## src/midec_pkg.sv

```systemverilog
// ----------------------------------------------------------------------------
// midec_pkg: shared types and codes for the MIPS32 instruction decoder
// Opcode, function and REGIMM codes, mnemonic and operand-form codes, and
// the decoded record passed between the decoder parts.
// ----------------------------------------------------------------------------
package midec_pkg;

  // Primary opcodes (instruction bits 31:26)
  localparam logic [5:0] OP_SPECIAL = 6'd0;
  localparam logic [5:0] OP_REGIMM  = 6'd1;
  localparam logic [5:0] OP_J       = 6'd2;
  localparam logic [5:0] OP_JAL     = 6'd3;
  localparam logic [5:0] OP_BEQ     = 6'd4;
  localparam logic [5:0] OP_BNE     = 6'd5;
  localparam logic [5:0] OP_BLEZ    = 6'd6;
  localparam logic [5:0] OP_BGTZ    = 6'd7;
  localparam logic [5:0] OP_ADDI    = 6'd8;
  localparam logic [5:0] OP_ADDIU   = 6'd9;
  localparam logic [5:0] OP_SLTI    = 6'd10;
  localparam logic [5:0] OP_SLTIU   = 6'd11;
  localparam logic [5:0] OP_ANDI    = 6'd12;
  localparam logic [5:0] OP_ORI     = 6'd13;
  localparam logic [5:0] OP_XORI    = 6'd14;
  localparam logic [5:0] OP_LUI     = 6'd15;
  localparam logic [5:0] OP_LB      = 6'd32;
  localparam logic [5:0] OP_LH      = 6'd33;
  localparam logic [5:0] OP_LW      = 6'd35;
  localparam logic [5:0] OP_LBU     = 6'd36;
  localparam logic [5:0] OP_LHU     = 6'd37;
  localparam logic [5:0] OP_SB      = 6'd40;
  localparam logic [5:0] OP_SH      = 6'd41;
  localparam logic [5:0] OP_SW      = 6'd43;

  // SPECIAL function codes (instruction bits 5:0)
  localparam logic [5:0] FN_SLL     = 6'd0;
  localparam logic [5:0] FN_SRL     = 6'd2;
  localparam logic [5:0] FN_SRA     = 6'd3;
  localparam logic [5:0] FN_SLLV    = 6'd4;
  localparam logic [5:0] FN_SRLV    = 6'd6;
  localparam logic [5:0] FN_JR      = 6'd8;
  localparam logic [5:0] FN_SYSCALL = 6'd12;
  localparam logic [5:0] FN_MFHI    = 6'd16;
  localparam logic [5:0] FN_MFLO    = 6'd18;
  localparam logic [5:0] FN_MULT    = 6'd24;
  localparam logic [5:0] FN_MULTU   = 6'd25;
  localparam logic [5:0] FN_DIV     = 6'd26;
  localparam logic [5:0] FN_DIVU    = 6'd27;
  localparam logic [5:0] FN_ADD     = 6'd32;
  localparam logic [5:0] FN_ADDU    = 6'd33;
  localparam logic [5:0] FN_SUB     = 6'd34;
  localparam logic [5:0] FN_SUBU    = 6'd35;
  localparam logic [5:0] FN_AND     = 6'd36;
  localparam logic [5:0] FN_OR      = 6'd37;
  localparam logic [5:0] FN_XOR     = 6'd38;
  localparam logic [5:0] FN_NOR     = 6'd39;
  localparam logic [5:0] FN_SLT     = 6'd42;
  localparam logic [5:0] FN_SLTU    = 6'd43;

  // REGIMM rt codes (instruction bits 20:16)
  localparam logic [4:0] RI_BLTZ    = 5'd0;
  localparam logic [4:0] RI_BGEZ    = 5'd1;
  localparam logic [4:0] RI_BLTZAL  = 5'd16;
  localparam logic [4:0] RI_BGEZAL  = 5'd17;

  // Mnemonic codes, numbered densely
  typedef enum logic [5:0] {
    MN_SYSCALL = 6'd0,  MN_MFHI  = 6'd1,  MN_MFLO   = 6'd2,  MN_MULT   = 6'd3,
    MN_MULTU   = 6'd4,  MN_DIV   = 6'd5,  MN_DIVU   = 6'd6,  MN_ADD    = 6'd7,
    MN_ADDU    = 6'd8,  MN_SUB   = 6'd9,  MN_SUBU   = 6'd10, MN_AND    = 6'd11,
    MN_OR      = 6'd12, MN_XOR   = 6'd13, MN_NOR    = 6'd14, MN_SLT    = 6'd15,
    MN_SLTU    = 6'd16, MN_SLL   = 6'd17, MN_SRL    = 6'd18, MN_SRA    = 6'd19,
    MN_SLLV    = 6'd20, MN_SRLV  = 6'd21, MN_JR     = 6'd22, MN_BLTZ   = 6'd23,
    MN_BGEZ    = 6'd24, MN_BLTZAL = 6'd25, MN_BGEZAL = 6'd26, MN_BEQ   = 6'd27,
    MN_BNE     = 6'd28, MN_BLEZ  = 6'd29, MN_BGTZ   = 6'd30, MN_ADDI   = 6'd31,
    MN_ADDIU   = 6'd32, MN_SLTI  = 6'd33, MN_SLTIU  = 6'd34, MN_ANDI   = 6'd35,
    MN_ORI     = 6'd36, MN_XORI  = 6'd37, MN_LUI    = 6'd38, MN_LB     = 6'd39,
    MN_LH      = 6'd40, MN_LW    = 6'd41, MN_LBU    = 6'd42, MN_LHU    = 6'd43,
    MN_SB      = 6'd44, MN_SH    = 6'd45, MN_SW     = 6'd46, MN_J      = 6'd47,
    MN_JAL     = 6'd48
  } mnem_e;

  // Operand forms
  typedef enum logic [3:0] {
    FORM_NONE   = 4'd0,
    FORM_R      = 4'd1,
    FORM_RR     = 4'd2,
    FORM_RRR    = 4'd3,
    FORM_SHAMT  = 4'd4,
    FORM_R_TGT  = 4'd5,
    FORM_RR_TGT = 4'd6,
    FORM_RR_IMM = 4'd7,
    FORM_R_IMM  = 4'd8,
    FORM_MEM    = 4'd9,
    FORM_TGT    = 4'd10
  } form_e;

  localparam logic [31:0] JUMP_REGION_MASK = 32'hF000_0000;

  // Decoded record without the target address
  typedef struct packed {
    logic               valid;
    mnem_e              mnem;
    form_e              form;
    logic [4:0]         reg_a;
    logic [4:0]         reg_b;
    logic [4:0]         reg_c;
    logic [4:0]         shamt;
    logic signed [15:0] imm;
  } dec_rec_t;

endpackage

```

## src/midec_decode.sv

```systemverilog
// ----------------------------------------------------------------------------
// midec_decode: opcode/funct/rt table
// Splits the instruction word into its fields and looks up mnemonic,
// operand form, the registers in listing order, shift amount and immediate.
// ----------------------------------------------------------------------------
module midec_decode (
  input  logic [31:0]          instr_word_i,
  output midec_pkg::dec_rec_t  rec_o
);
  import midec_pkg::*;

  logic [5:0]  op;
  logic [4:0]  rs;
  logic [4:0]  rt;
  logic [4:0]  rd;
  logic [4:0]  sa;
  logic [5:0]  fn;
  dec_rec_t    rec;

  assign op = instr_word_i[31:26];
  assign rs = instr_word_i[25:21];
  assign rt = instr_word_i[20:16];
  assign rd = instr_word_i[15:11];
  assign sa = instr_word_i[10:6];
  assign fn = instr_word_i[5:0];

  // Main lookup; unknown encodings keep the all-zero record
  always_comb begin
    rec       = '0;
    rec.mnem  = MN_SYSCALL;
    rec.form  = FORM_NONE;
    unique case (op) inside
      OP_SPECIAL: begin
        unique case (fn) inside
          FN_SYSCALL: begin rec.valid = 1'b1; rec.mnem = MN_SYSCALL; end
          FN_MFHI: begin
            rec.valid = 1'b1; rec.mnem = MN_MFHI; rec.form = FORM_R; rec.reg_a = rd;
          end
          FN_MFLO: begin
            rec.valid = 1'b1; rec.mnem = MN_MFLO; rec.form = FORM_R; rec.reg_a = rd;
          end
          FN_JR: begin
            rec.valid = 1'b1; rec.mnem = MN_JR; rec.form = FORM_R; rec.reg_a = rs;
          end
          FN_MULT, FN_MULTU, FN_DIV, FN_DIVU: begin
            rec.valid = 1'b1;
            rec.form  = FORM_RR;
            rec.reg_a = rs;
            rec.reg_b = rt;
            case (fn)
              FN_MULT:  rec.mnem = MN_MULT;
              FN_MULTU: rec.mnem = MN_MULTU;
              FN_DIV:   rec.mnem = MN_DIV;
              default:  rec.mnem = MN_DIVU;
            endcase
          end
          FN_ADD, FN_ADDU, FN_SUB, FN_SUBU, FN_AND, FN_OR, FN_XOR, FN_NOR,
          FN_SLT, FN_SLTU: begin
            rec.valid = 1'b1;
            rec.form  = FORM_RRR;
            rec.reg_a = rd;
            rec.reg_b = rs;
            rec.reg_c = rt;
            case (fn)
              FN_ADD:  rec.mnem = MN_ADD;
              FN_ADDU: rec.mnem = MN_ADDU;
              FN_SUB:  rec.mnem = MN_SUB;
              FN_SUBU: rec.mnem = MN_SUBU;
              FN_AND:  rec.mnem = MN_AND;
              FN_OR:   rec.mnem = MN_OR;
              FN_XOR:  rec.mnem = MN_XOR;
              FN_NOR:  rec.mnem = MN_NOR;
              FN_SLT:  rec.mnem = MN_SLT;
              default: rec.mnem = MN_SLTU;
            endcase
          end
          FN_SLL, FN_SRL, FN_SRA: begin
            rec.valid = 1'b1;
            rec.form  = FORM_SHAMT;
            rec.reg_a = rd;
            rec.reg_b = rt;
            rec.shamt = sa;
            case (fn)
              FN_SLL:  rec.mnem = MN_SLL;
              FN_SRL:  rec.mnem = MN_SRL;
              default: rec.mnem = MN_SRA;
            endcase
          end
          // variable shifts list the shift register last
          FN_SLLV, FN_SRLV: begin
            rec.valid = 1'b1;
            rec.form  = FORM_RRR;
            rec.reg_a = rd;
            rec.reg_b = rt;
            rec.reg_c = rs;
            rec.mnem  = (fn == FN_SLLV) ? MN_SLLV : MN_SRLV;
          end
          default: ;
        endcase
      end
      OP_REGIMM: begin
        unique case (rt) inside
          RI_BLTZ, RI_BGEZ, RI_BLTZAL, RI_BGEZAL: begin
            rec.valid = 1'b1;
            rec.form  = FORM_R_TGT;
            rec.reg_a = rs;
            case (rt)
              RI_BLTZ:   rec.mnem = MN_BLTZ;
              RI_BGEZ:   rec.mnem = MN_BGEZ;
              RI_BLTZAL: rec.mnem = MN_BLTZAL;
              default:   rec.mnem = MN_BGEZAL;
            endcase
          end
          default: ;
        endcase
      end
      OP_BEQ, OP_BNE: begin
        rec.valid = 1'b1;
        rec.form  = FORM_RR_TGT;
        rec.reg_a = rs;
        rec.reg_b = rt;
        rec.mnem  = (op == OP_BEQ) ? MN_BEQ : MN_BNE;
      end
      OP_BLEZ, OP_BGTZ: begin
        rec.valid = 1'b1;
        rec.form  = FORM_R_TGT;
        rec.reg_a = rs;
        rec.mnem  = (op == OP_BLEZ) ? MN_BLEZ : MN_BGTZ;
      end
      OP_ADDI, OP_ADDIU, OP_SLTI, OP_SLTIU, OP_ANDI, OP_ORI, OP_XORI: begin
        rec.valid = 1'b1;
        rec.form  = FORM_RR_IMM;
        rec.reg_a = rt;
        rec.reg_b = rs;
        case (op)
          OP_ADDI:  rec.mnem = MN_ADDI;
          OP_ADDIU: rec.mnem = MN_ADDIU;
          OP_SLTI:  rec.mnem = MN_SLTI;
          OP_SLTIU: rec.mnem = MN_SLTIU;
          OP_ANDI:  rec.mnem = MN_ANDI;
          OP_ORI:   rec.mnem = MN_ORI;
          default:  rec.mnem = MN_XORI;
        endcase
      end
      OP_LUI: begin
        rec.valid = 1'b1; rec.mnem = MN_LUI; rec.form = FORM_R_IMM; rec.reg_a = rt;
      end
      OP_LB, OP_LH, OP_LW, OP_LBU, OP_LHU, OP_SB, OP_SH, OP_SW: begin
        rec.valid = 1'b1;
        rec.form  = FORM_MEM;
        rec.reg_a = rt;
        rec.reg_b = rs;
        case (op)
          OP_LB:   rec.mnem = MN_LB;
          OP_LH:   rec.mnem = MN_LH;
          OP_LW:   rec.mnem = MN_LW;
          OP_LBU:  rec.mnem = MN_LBU;
          OP_LHU:  rec.mnem = MN_LHU;
          OP_SB:   rec.mnem = MN_SB;
          OP_SH:   rec.mnem = MN_SH;
          default: rec.mnem = MN_SW;
        endcase
      end
      OP_J, OP_JAL: begin
        rec.valid = 1'b1;
        rec.form  = FORM_TGT;
        rec.mnem  = (op == OP_J) ? MN_J : MN_JAL;
      end
      default: ;
    endcase

    // immediate shown for branch, immediate and memory forms
    if (rec.form == FORM_R_TGT || rec.form == FORM_RR_TGT || rec.form == FORM_RR_IMM ||
        rec.form == FORM_R_IMM || rec.form == FORM_MEM) begin
      rec.imm = instr_word_i[15:0];
    end
  end

  assign rec_o = rec;

endmodule

```

## src/midec_target.sv

```systemverilog
// ----------------------------------------------------------------------------
// midec_target: branch and jump target address
// Branches: pc + 4 + sign-extended offset * 4. Jumps: pc region joined with
// the 26-bit index shifted left by two.
// ----------------------------------------------------------------------------
module midec_target (
  input  logic [31:0]        instr_word_i,
  input  logic [31:0]        instr_addr_i,
  input  midec_pkg::form_e   form_i,
  output logic [31:0]        target_o
);
  import midec_pkg::*;

  logic [31:0] offset;
  logic [31:0] branch_tgt;
  logic [31:0] jump_tgt;

  // sign-extended word offset scaled to bytes
  assign offset     = {{14{instr_word_i[15]}}, instr_word_i[15:0], 2'b00};
  assign branch_tgt = instr_addr_i + 32'd4 + offset;
  assign jump_tgt   = (instr_addr_i & JUMP_REGION_MASK) | {4'b0000, instr_word_i[25:0], 2'b00};

  always_comb begin
    case (form_i) inside
      FORM_R_TGT, FORM_RR_TGT: target_o = branch_tgt;
      FORM_TGT:                target_o = jump_tgt;
      default:                 target_o = '0;
    endcase
  end

endmodule

```

## src/mips_instruction_decoder_core.sv

```systemverilog
// ----------------------------------------------------------------------------
// mips_instruction_decoder_core: MIPS32 instruction decoder
// Decodes one instruction word and its address into a display record.
// ----------------------------------------------------------------------------
// Usage:
//   Input channel (in_valid_i/in_ready_o) carries the instruction word and
//   its byte address. Output channel (out_valid_o/out_ready_i) carries one
//   decoded record per input transfer, in order.
//   Path: the input transfer fills the input register; the decode logic
//   then loads the result register, whose valid flag drives out_valid_o.
//   Throughput: one instruction per cycle; the input register and the result
//   register each hold one item, and the input side keeps accepting as long
//   as the result register is free or is drained in the same cycle.
//   Stall: with out_ready_i low the result holds; one more item waits in the
//   input register, after which in_ready_o drops until the result moves.
//   Reset: rst_ni clears both valid flags; no transfer is pending afterwards.
//   Unknown opcodes, functions or REGIMM codes give valid_res_o = 0 with all
//   other fields zero.
// ----------------------------------------------------------------------------
module mips_instruction_decoder_core (
  input  logic               clk_i,
  input  logic               rst_ni,
  input  logic               in_valid_i,
  output logic               in_ready_o,
  input  logic [31:0]        instr_word_i,
  input  logic [31:0]        instr_addr_i,
  output logic               out_valid_o,
  input  logic               out_ready_i,
  output logic               valid_res_o,
  output logic [5:0]         mnemonic_o,
  output logic [3:0]         operand_form_o,
  output logic [4:0]         reg_a_o,
  output logic [4:0]         reg_b_o,
  output logic [4:0]         reg_c_o,
  output logic [4:0]         shift_amount_o,
  output logic signed [15:0] immediate_o,
  output logic [31:0]        target_o
);
  import midec_pkg::*;

  logic        s1_valid_q, s1_valid_d;
  logic [31:0] word_q;
  logic [31:0] addr_q;
  logic        out_valid_q, out_valid_d;
  dec_rec_t    rec_q;
  logic [31:0] target_q;

  logic        in_xfer;
  logic        s2_free;
  logic        s2_load;
  dec_rec_t    rec;
  logic [31:0] target;

  // Handshake control
  assign s2_free    = !out_valid_q || out_ready_i;
  assign in_ready_o = !s1_valid_q || s2_free;
  assign in_xfer    = in_valid_i && in_ready_o;
  assign s2_load    = s1_valid_q && s2_free;

  always_comb begin
    s1_valid_d = s1_valid_q;
    if (in_xfer) begin
      s1_valid_d = 1'b1;
    end else if (s2_load) begin
      s1_valid_d = 1'b0;
    end
    out_valid_d = s2_free ? s1_valid_q : out_valid_q;
  end

  // Decode logic
  midec_decode u_decode (
    .instr_word_i (word_q),
    .rec_o        (rec)
  );

  midec_target u_target (
    .instr_word_i (word_q),
    .instr_addr_i (addr_q),
    .form_i       (rec.form),
    .target_o     (target)
  );

  // Valid flags
  always_ff @(posedge clk_i or negedge rst_ni) begin
    if (!rst_ni) begin
      s1_valid_q  <= 1'b0;
      out_valid_q <= 1'b0;
    end else begin
      s1_valid_q  <= s1_valid_d;
      out_valid_q <= out_valid_d;
    end
  end

  // Payload registers
  always_ff @(posedge clk_i) begin
    if (in_xfer) begin
      word_q <= instr_word_i;
      addr_q <= instr_addr_i;
    end
    if (s2_load) begin
      rec_q    <= rec;
      target_q <= target;
    end
  end

  assign out_valid_o    = out_valid_q;
  assign valid_res_o    = rec_q.valid;
  assign mnemonic_o     = rec_q.mnem;
  assign operand_form_o = rec_q.form;
  assign reg_a_o        = rec_q.reg_a;
  assign reg_b_o        = rec_q.reg_b;
  assign reg_c_o        = rec_q.reg_c;
  assign shift_amount_o = rec_q.shamt;
  assign immediate_o    = rec_q.imm;
  assign target_o       = target_q;

  // Checks
  a_stall_full : assert property (@(posedge clk_i) disable iff (!rst_ni)
    !in_ready_o |-> (s1_valid_q && out_valid_q && !out_ready_i))
    else $error("input stalled while a stage is free");

  a_unknown_zero : assert property (@(posedge clk_i) disable iff (!rst_ni)
    (out_valid_o && !valid_res_o) |->
      (operand_form_o == FORM_NONE && mnemonic_o == MN_SYSCALL && target_o == 32'd0))
    else $error("unknown encoding with nonzero fields");

  a_jump_align : assert property (@(posedge clk_i) disable iff (!rst_ni)
    (out_valid_o && operand_form_o == FORM_TGT) |-> (target_o[1:0] == 2'b00))
    else $error("jump target not word aligned");

  a_shamt_form : assert property (@(posedge clk_i) disable iff (!rst_ni)
    (out_valid_o && operand_form_o != FORM_SHAMT) |-> (shift_amount_o == 5'd0))
    else $error("shift amount outside shift form");

endmodule

```

## config.mk

```make
export PLATFORM = sky130hd
export DESIGN_NAME = mips_instruction_decoder_core
export DESIGN_NICKNAME = d
export VERILOG_FILES = /design/src/midec_pkg.sv /design/src/midec_decode.sv /design/src/midec_target.sv /design/src/mips_instruction_decoder_core.sv
export SDC_FILE = /design/constraint.sdc
export NUM_CORES = 1
export LEC_CHECK = 0
export ABC_AREA = 1
export BUFFER_PORTS_ARGS = -buffer_cell sky130_fd_sc_hd__buf_4
export CORE_ASPECT_RATIO = 1.75
export CORE_MARGIN = 8
export CORE_UTILIZATION = 52
export CTS_CLUSTER_DIAMETER = 80
export DETAILED_ROUTE_END_ITERATION = 12
export GPL_TIMING_DRIVEN = 0
export PLACE_DENSITY = 0.8
export SKIP_LAST_GASP = 1
export SYNTH_ARGS = -nofsm -noshare
export SYNTH_HDL_FRONTEND = slang
export SYNTH_SLANG_ARGS = --single-unit
```

## constraint.sdc

```tcl
create_clock -name clk_i -period 4.9 [get_ports clk_i]
set_input_delay 0.98 -clock clk_i [delete_from_list [all_inputs] [get_ports clk_i]]
set_output_delay 0.98 -clock clk_i [all_outputs]
set_load 0.01 [all_outputs]
```

After elaboration in Yosys (flattened, before gate mapping)
Cells that the tools add are included.
- flip-flop bits (word level): 145
- input port bits: 68
- output and inout bits: 81
- logic and storage cells: 124
- add/sub/neg operators: 2
- equality and inequality tests: 54
- muxes and demuxes: 22
- bitwise operators: 1
- reduce and logical (&&, ||, !) cells: 32
- operator list (kind ; count):
    $eq 6x6->1 const B ; 18
    $pmux 11 s8 ; 1
    $mux 32 ; 2
    $eq 6x4->1 const B ; 10
    $pmux 7 s8 ; 1
    $pmux 5 s9 ; 1
    $pmux 8 s5 ; 1
    $eq 6x3->1 const B ; 6
    $eq 6x5->1 const B ; 6
    $pmux 6 s6 ; 1
    $add 32x3->32 const B ; 1
    $add 32x32->32 ; 1
    $or 32x28->32 ; 1
    $pmux 4 s7 ; 1
    $eq 6x2->1 const B ; 4
    $pmux 5 s2 ; 2
    $pmux 5 s4 ; 1
    $mux 16 ; 1
    $reduce_or 16->1 ; 1
    $pmux 5 s3 ; 1
    $reduce_or 15->1 ; 1
    $eq 4x3->1 const B ; 3
    $eq 4x4->1 const B ; 3
    $logic_not 6->1 ; 2
    other kinds (24) ; 41

Depth between registers and ports, before layout
- word-level depth: 9
- gate-level depth with buffers: 15
- depth with buffers taken out: 15

By module
A second synthesis with hierarchy kept.
- cells, all modules: 1029
- area total of the unflattened synthesis: 8734.6 sq um
- by module, submodules not included (module ; times used ; cells an instance ; area an instance (sq um) ; sequential area each (sq um)):
    mips_instruction_decoder_core ; 1 ; 155 ; 4389.2 ; 4344.2
    midec_target ; 1 ; 562 ; 2899.0 ; 0.0
    midec_decode ; 1 ; 312 ; 1446.4 ; 0.0

Worst setup path after synthesis
OpenSTA, ideal clock, no wires.
- kind: in2reg
- start: input port out_ready_i
- end: register rec_q (netlist bit immediate_o[0]), enable pin
- setup time: 542 ps
- arrival: 4846 ps
- required time: 4358 ps
- slack: -489 ps
- cell stages on the path: 2
- buffers on the path: 0
- cells stage by stage: inv_1 > a21oi_1
- word-level cells in the longest chain between the ends: 2
- ends and longest elaborated chain (element ; line ; text):
    from (decl) ; mips_instruction_decoder_core.sv:28 ; input logic out_ready_i,
    $logic_or 1x1->1 ; mips_instruction_decoder_core.sv:55 ; assign s2_free = !out_valid_q || out_ready_i;
    $logic_and 1x1->1 ; mips_instruction_decoder_core.sv:58 ; assign s2_load = s1_valid_q && s2_free;
    named net s2_load ; mips_instruction_decoder_core.sv:50 ; logic s2_load;
    to (signal assigned) ; mips_instruction_decoder_core.sv:101 ; rec_q <= rec;
    to (decl) ; mips_instruction_decoder_core.sv:45 ; dec_rec_t rec_q;
The timed path passes the listed nets, and every way through them passes these cells.
A chain may end at the register's enable or synchronous reset.

Final worst setup path
- start: register word_q[15]
- end: register target_q[28], in the netlist target_o[28], data pin
- word-level cells in the longest chain between the ends: 2
- ends and longest elaborated chain (element ; line ; text):
    from (decl) ; mips_instruction_decoder_core.sv:42 ; logic [31:0] word_q;
    from (signal assigned) ; mips_instruction_decoder_core.sv:97 ; word_q <= instr_word_i;
    $add 32x32->32 ; midec_target.sv:20 ; assign branch_tgt = instr_addr_i + 32'd4 + offset;
    $mux 32 ; midec_target.sv:24 ; case (form_i) inside
    named net target[28] ; mips_instruction_decoder_core.sv:52 ; logic [31:0] target;
    to (signal assigned) ; mips_instruction_decoder_core.sv:102 ; target_q <= target;
    to (decl) ; mips_instruction_decoder_core.sv:46 ; logic [31:0] target_q;
The timed path passes the listed nets, and every way through them passes these cells.

==> metrics.cfg <==
[status]
status = completed

[logic_synthesis]
syn_inst = 988
synth_edf_count = 143
synth_top_area_share_pct = 49.4
synth.net_count = 1114
yosysWarnings = 0
seq_area_frac_synth_pct = 50.0
synth_area_leaders = edfxtp_1 49%, nand2_1 14%, ha_1 8.2%
ys_seq_elements = 145
yosysMostFrequentCell = nand2_1
post_synth_most_frequent_cells = 318 x nand2_1, 145 x inv_1, 143 x edfxtp_1
ys_types = 44
syn_area_sq_mm = 0.00869
ys.flop_type = edfxtp_1
yosys.area.top_type = edfxtp_1
synth-async-reset-ratio_pct = 1.38
avgSynthCellArea_sq_um = 8.80

[final_layout]
final_layout_size_suffix_gt1_share_pct = 20.2
final_net_count = 1284
diodes = 0
syn2layout_area_growth_pct = 23.9
fill_cells = 1316

[die]
coreArea_sq_mm = 0.0164
top_level_ports = 149
die_x_microns = 114
start_util_pct = 53.1
dieArea_sq_mm = 0.0213
die_h_microns = 187
row_count = 62

[critical_path]
crit_path_frequent_cell = nand2_1
slowest_stage = edfxtp_1
path_cells = ha_1, ha_1, nand2_1, nor2_1, and2_1, and2_1, nand2_1, nand3_1, nand2_1, nand3_1, nand2_1
path_buf_inv = 0
crit_path_end_kind = flop
start_kind = flop
path_delay_family = simple AND/OR/NAND/NOR gates
slowest_delay_ps = 830
critPathMaxFanout = 18
critPathKind = reg -> reg
crit_required_ps = 5080
cp.arrival_ps = 3240

[global_routing]
track_usage_pct = 24.0
grt_use_met1_pct = 22.2
grtUsageMet2_pct = 46.1
top_usage_layer = met2
gr-total-overflow = 0
grt_util_met3_pct = 4.24
antenna_found_initial = 0
grt_pass1_wl_microns = 39000
grt_pass1_vias = 7617
grt_max_degree = 35

[sta]
hold_ws_ps = 327
setup_viol_count_final = 0
drv_slew = 0
layout_min_cycle_time_ps = 3070
hold_violations = 0
max_freq_mhz = 326
fin_worst_skew_ps = 10.3
worstMarginPinSlew_ps = 742
finalSetupTns_ps = 0
relSlewSlack_pct = 50.5
rsz0062_at_grt = no
finalCritPeriodShare_pct = 62.6

[detailed_routing]
via_count = 7374
drt_pass1_iterations = 5
wire_per_inst_microns = 17.7
drc_errors = 0
drt_iter0_markers = 407
routed_wl_microns = 24700
antenna_left = 0
drt-vias-per-instance = 5.29

[clocking]
tritoncts = built
cts_hold_buffers = 0
clk_path_buf_depth = 2
ctsResizeCount = 0
root_buffer = clkbuf_16
cts.sinks = 145
htree_levels = 4
numCtsBuffers = 17
cts_setup_buffers = 0
clk_latency_ps = 430
clkTransAtPathRegs_ps = 60

[placement]
hpwl_microns = 19400
io_buffers = 148
place.gp.congestion = 0.935

[pwr]
p_leak_nw = 5.21
ir_worst_vdd_mv = 0.249
power_density_mw_per_mm2 = 356

[worst_hold_path]
hold_class = in -> async

[run]
maxCapViolCount = 0

[worst paths after layout]
check	slack (ps)	cells past startpoint	endpoint	from
min	330	1	out_valid_o$_DFFE_PN0P_	rst_ni
min reg2reg	510	2	out_valid_o$_DFFE_PN0P_	s1_valid_q$_DFFE_PN0P_
max	1830	11	target_o[28]$_DFFE_PP_	word_q[15]$_DFFE_PP_
max in group asynchronous	4490	1	s1_valid_q$_DFFE_PN0P_	rst_ni
min in group clk_i	510	2	out_valid_o$_DFFE_PN0P_	s1_valid_q$_DFFE_PN0P_
max reg2reg	1830	11	target_o[28]$_DFFE_PP_	word_q[15]$_DFFE_PP_
[power by group]
part	switching, mW	internal (mW)	total [mW]
registers	0.0620	1.51	1.57
clock network	0.515	0.849	1.36
logic	0.552	0.344	0.897
[flip-flops by register name (all words and copies together) (netlist names), 6 cells and up]
register and count:
immediate_o 16, addr_q 32, mnemonic_o 6, word_q 32, target_o 32
[logic make-up (layout without fill, tap and decap cells)]
| family | count (synthesis) | count (layout) | share of synthesized area, % |
|---|---|---|---|
| adders and majority gates | 58 | 58 | 8.43 |
| buffers and inverters | 165 | 348 | 7.57 |
| xor gates and xnor gates | 13 | 13 | 1.31 |
| DFF | 145 | 145 | 50.0 |
| and+or+nand+nor | 534 | 534 | 27.7 |
| AOI/OAI and AO/OA | 73 | 73 | 5.02 |
[layout by cell type, fill, tap and decap left out, types with 3 or more instances in the layout]
| cell type | Yosys | layout |
|---|---|---|
| xnor2_1 | 11 | 11 |
| and2_1 | 9 | 9 |
| bufinv_16 | 0 | 4 |
| nor3_1 | 4 | 4 |
| inv_2 | 11 | 12 |
| nand3b_1 | 4 | 4 |
| edfxtp_1 | 143 | 143 |
| nor2_2 | 6 | 6 |
| clkinvlp_4 | 0 | 3 |
| o21ai_0 | 22 | 22 |
| buf_4 | 2 | 150 |
| nand4_1 | 17 | 17 |
| nor2_4 | 14 | 14 |
| nand3_2 | 3 | 3 |
| nor2_1 | 85 | 85 |
| buf_12 | 1 | 4 |
| o22ai_1 | 8 | 8 |
| ha_1 | 57 | 57 |
| a21oi_1 | 23 | 22 |
| inv_1 | 145 | 144 |
| inv_6 | 1 | 3 |
| o2111ai_1 | 5 | 5 |
| nor2_8 | 3 | 3 |
| o32ai_1 | 6 | 6 |
| nand3_1 | 58 | 58 |
| nand2_1 | 318 | 318 |
| clkbuf_16 | 0 | 17 |
| nand2_2 | 5 | 5 |
[worst reg2reg max path: cells and delay by family, from the launching register on]
kind          cells  cell delay [ps]
simple gates      9             1240
flops             1              830
fa+ha+maj         2              770
[per-stage QoR]
step           cells  util [%]  setup WS [ps]  power, mW  area (sq um)
2_1_floorplan    988         -           1120       2.13          8700
3_3_place_gp    1360      61.6            213       2.46         10100
3_5_place_dp    1363      62.1           1850       2.48         10200
4_1_cts         1395      65.8           1830       3.84         10800
5_1_grt         1395      65.8           1580       4.00         10800
6_report        1395      65.8           1830       3.83         10800
[area by class of cell]
class	count	area, sq um	area share (%)
well taps	224	280	2.60
clock inverters	14	186	1.73
repair buffers	151	1170	10.9
multi-input cells	678	3700	34.4
plain buffers	8	63.8	0.592
clock buffers	18	429	3.98
inverters	157	594	5.52
flip-flops and latches	145	4340	40.3
[metal layers]
metal  up-vias  routed length (microns)
li1       3596                        -
met1      3387                     8150
met5         -                        0
met4         0                     1350
met2       306                    13900
met3        85                     1310
No activity file was read; power rests on OpenSTA's default activity.
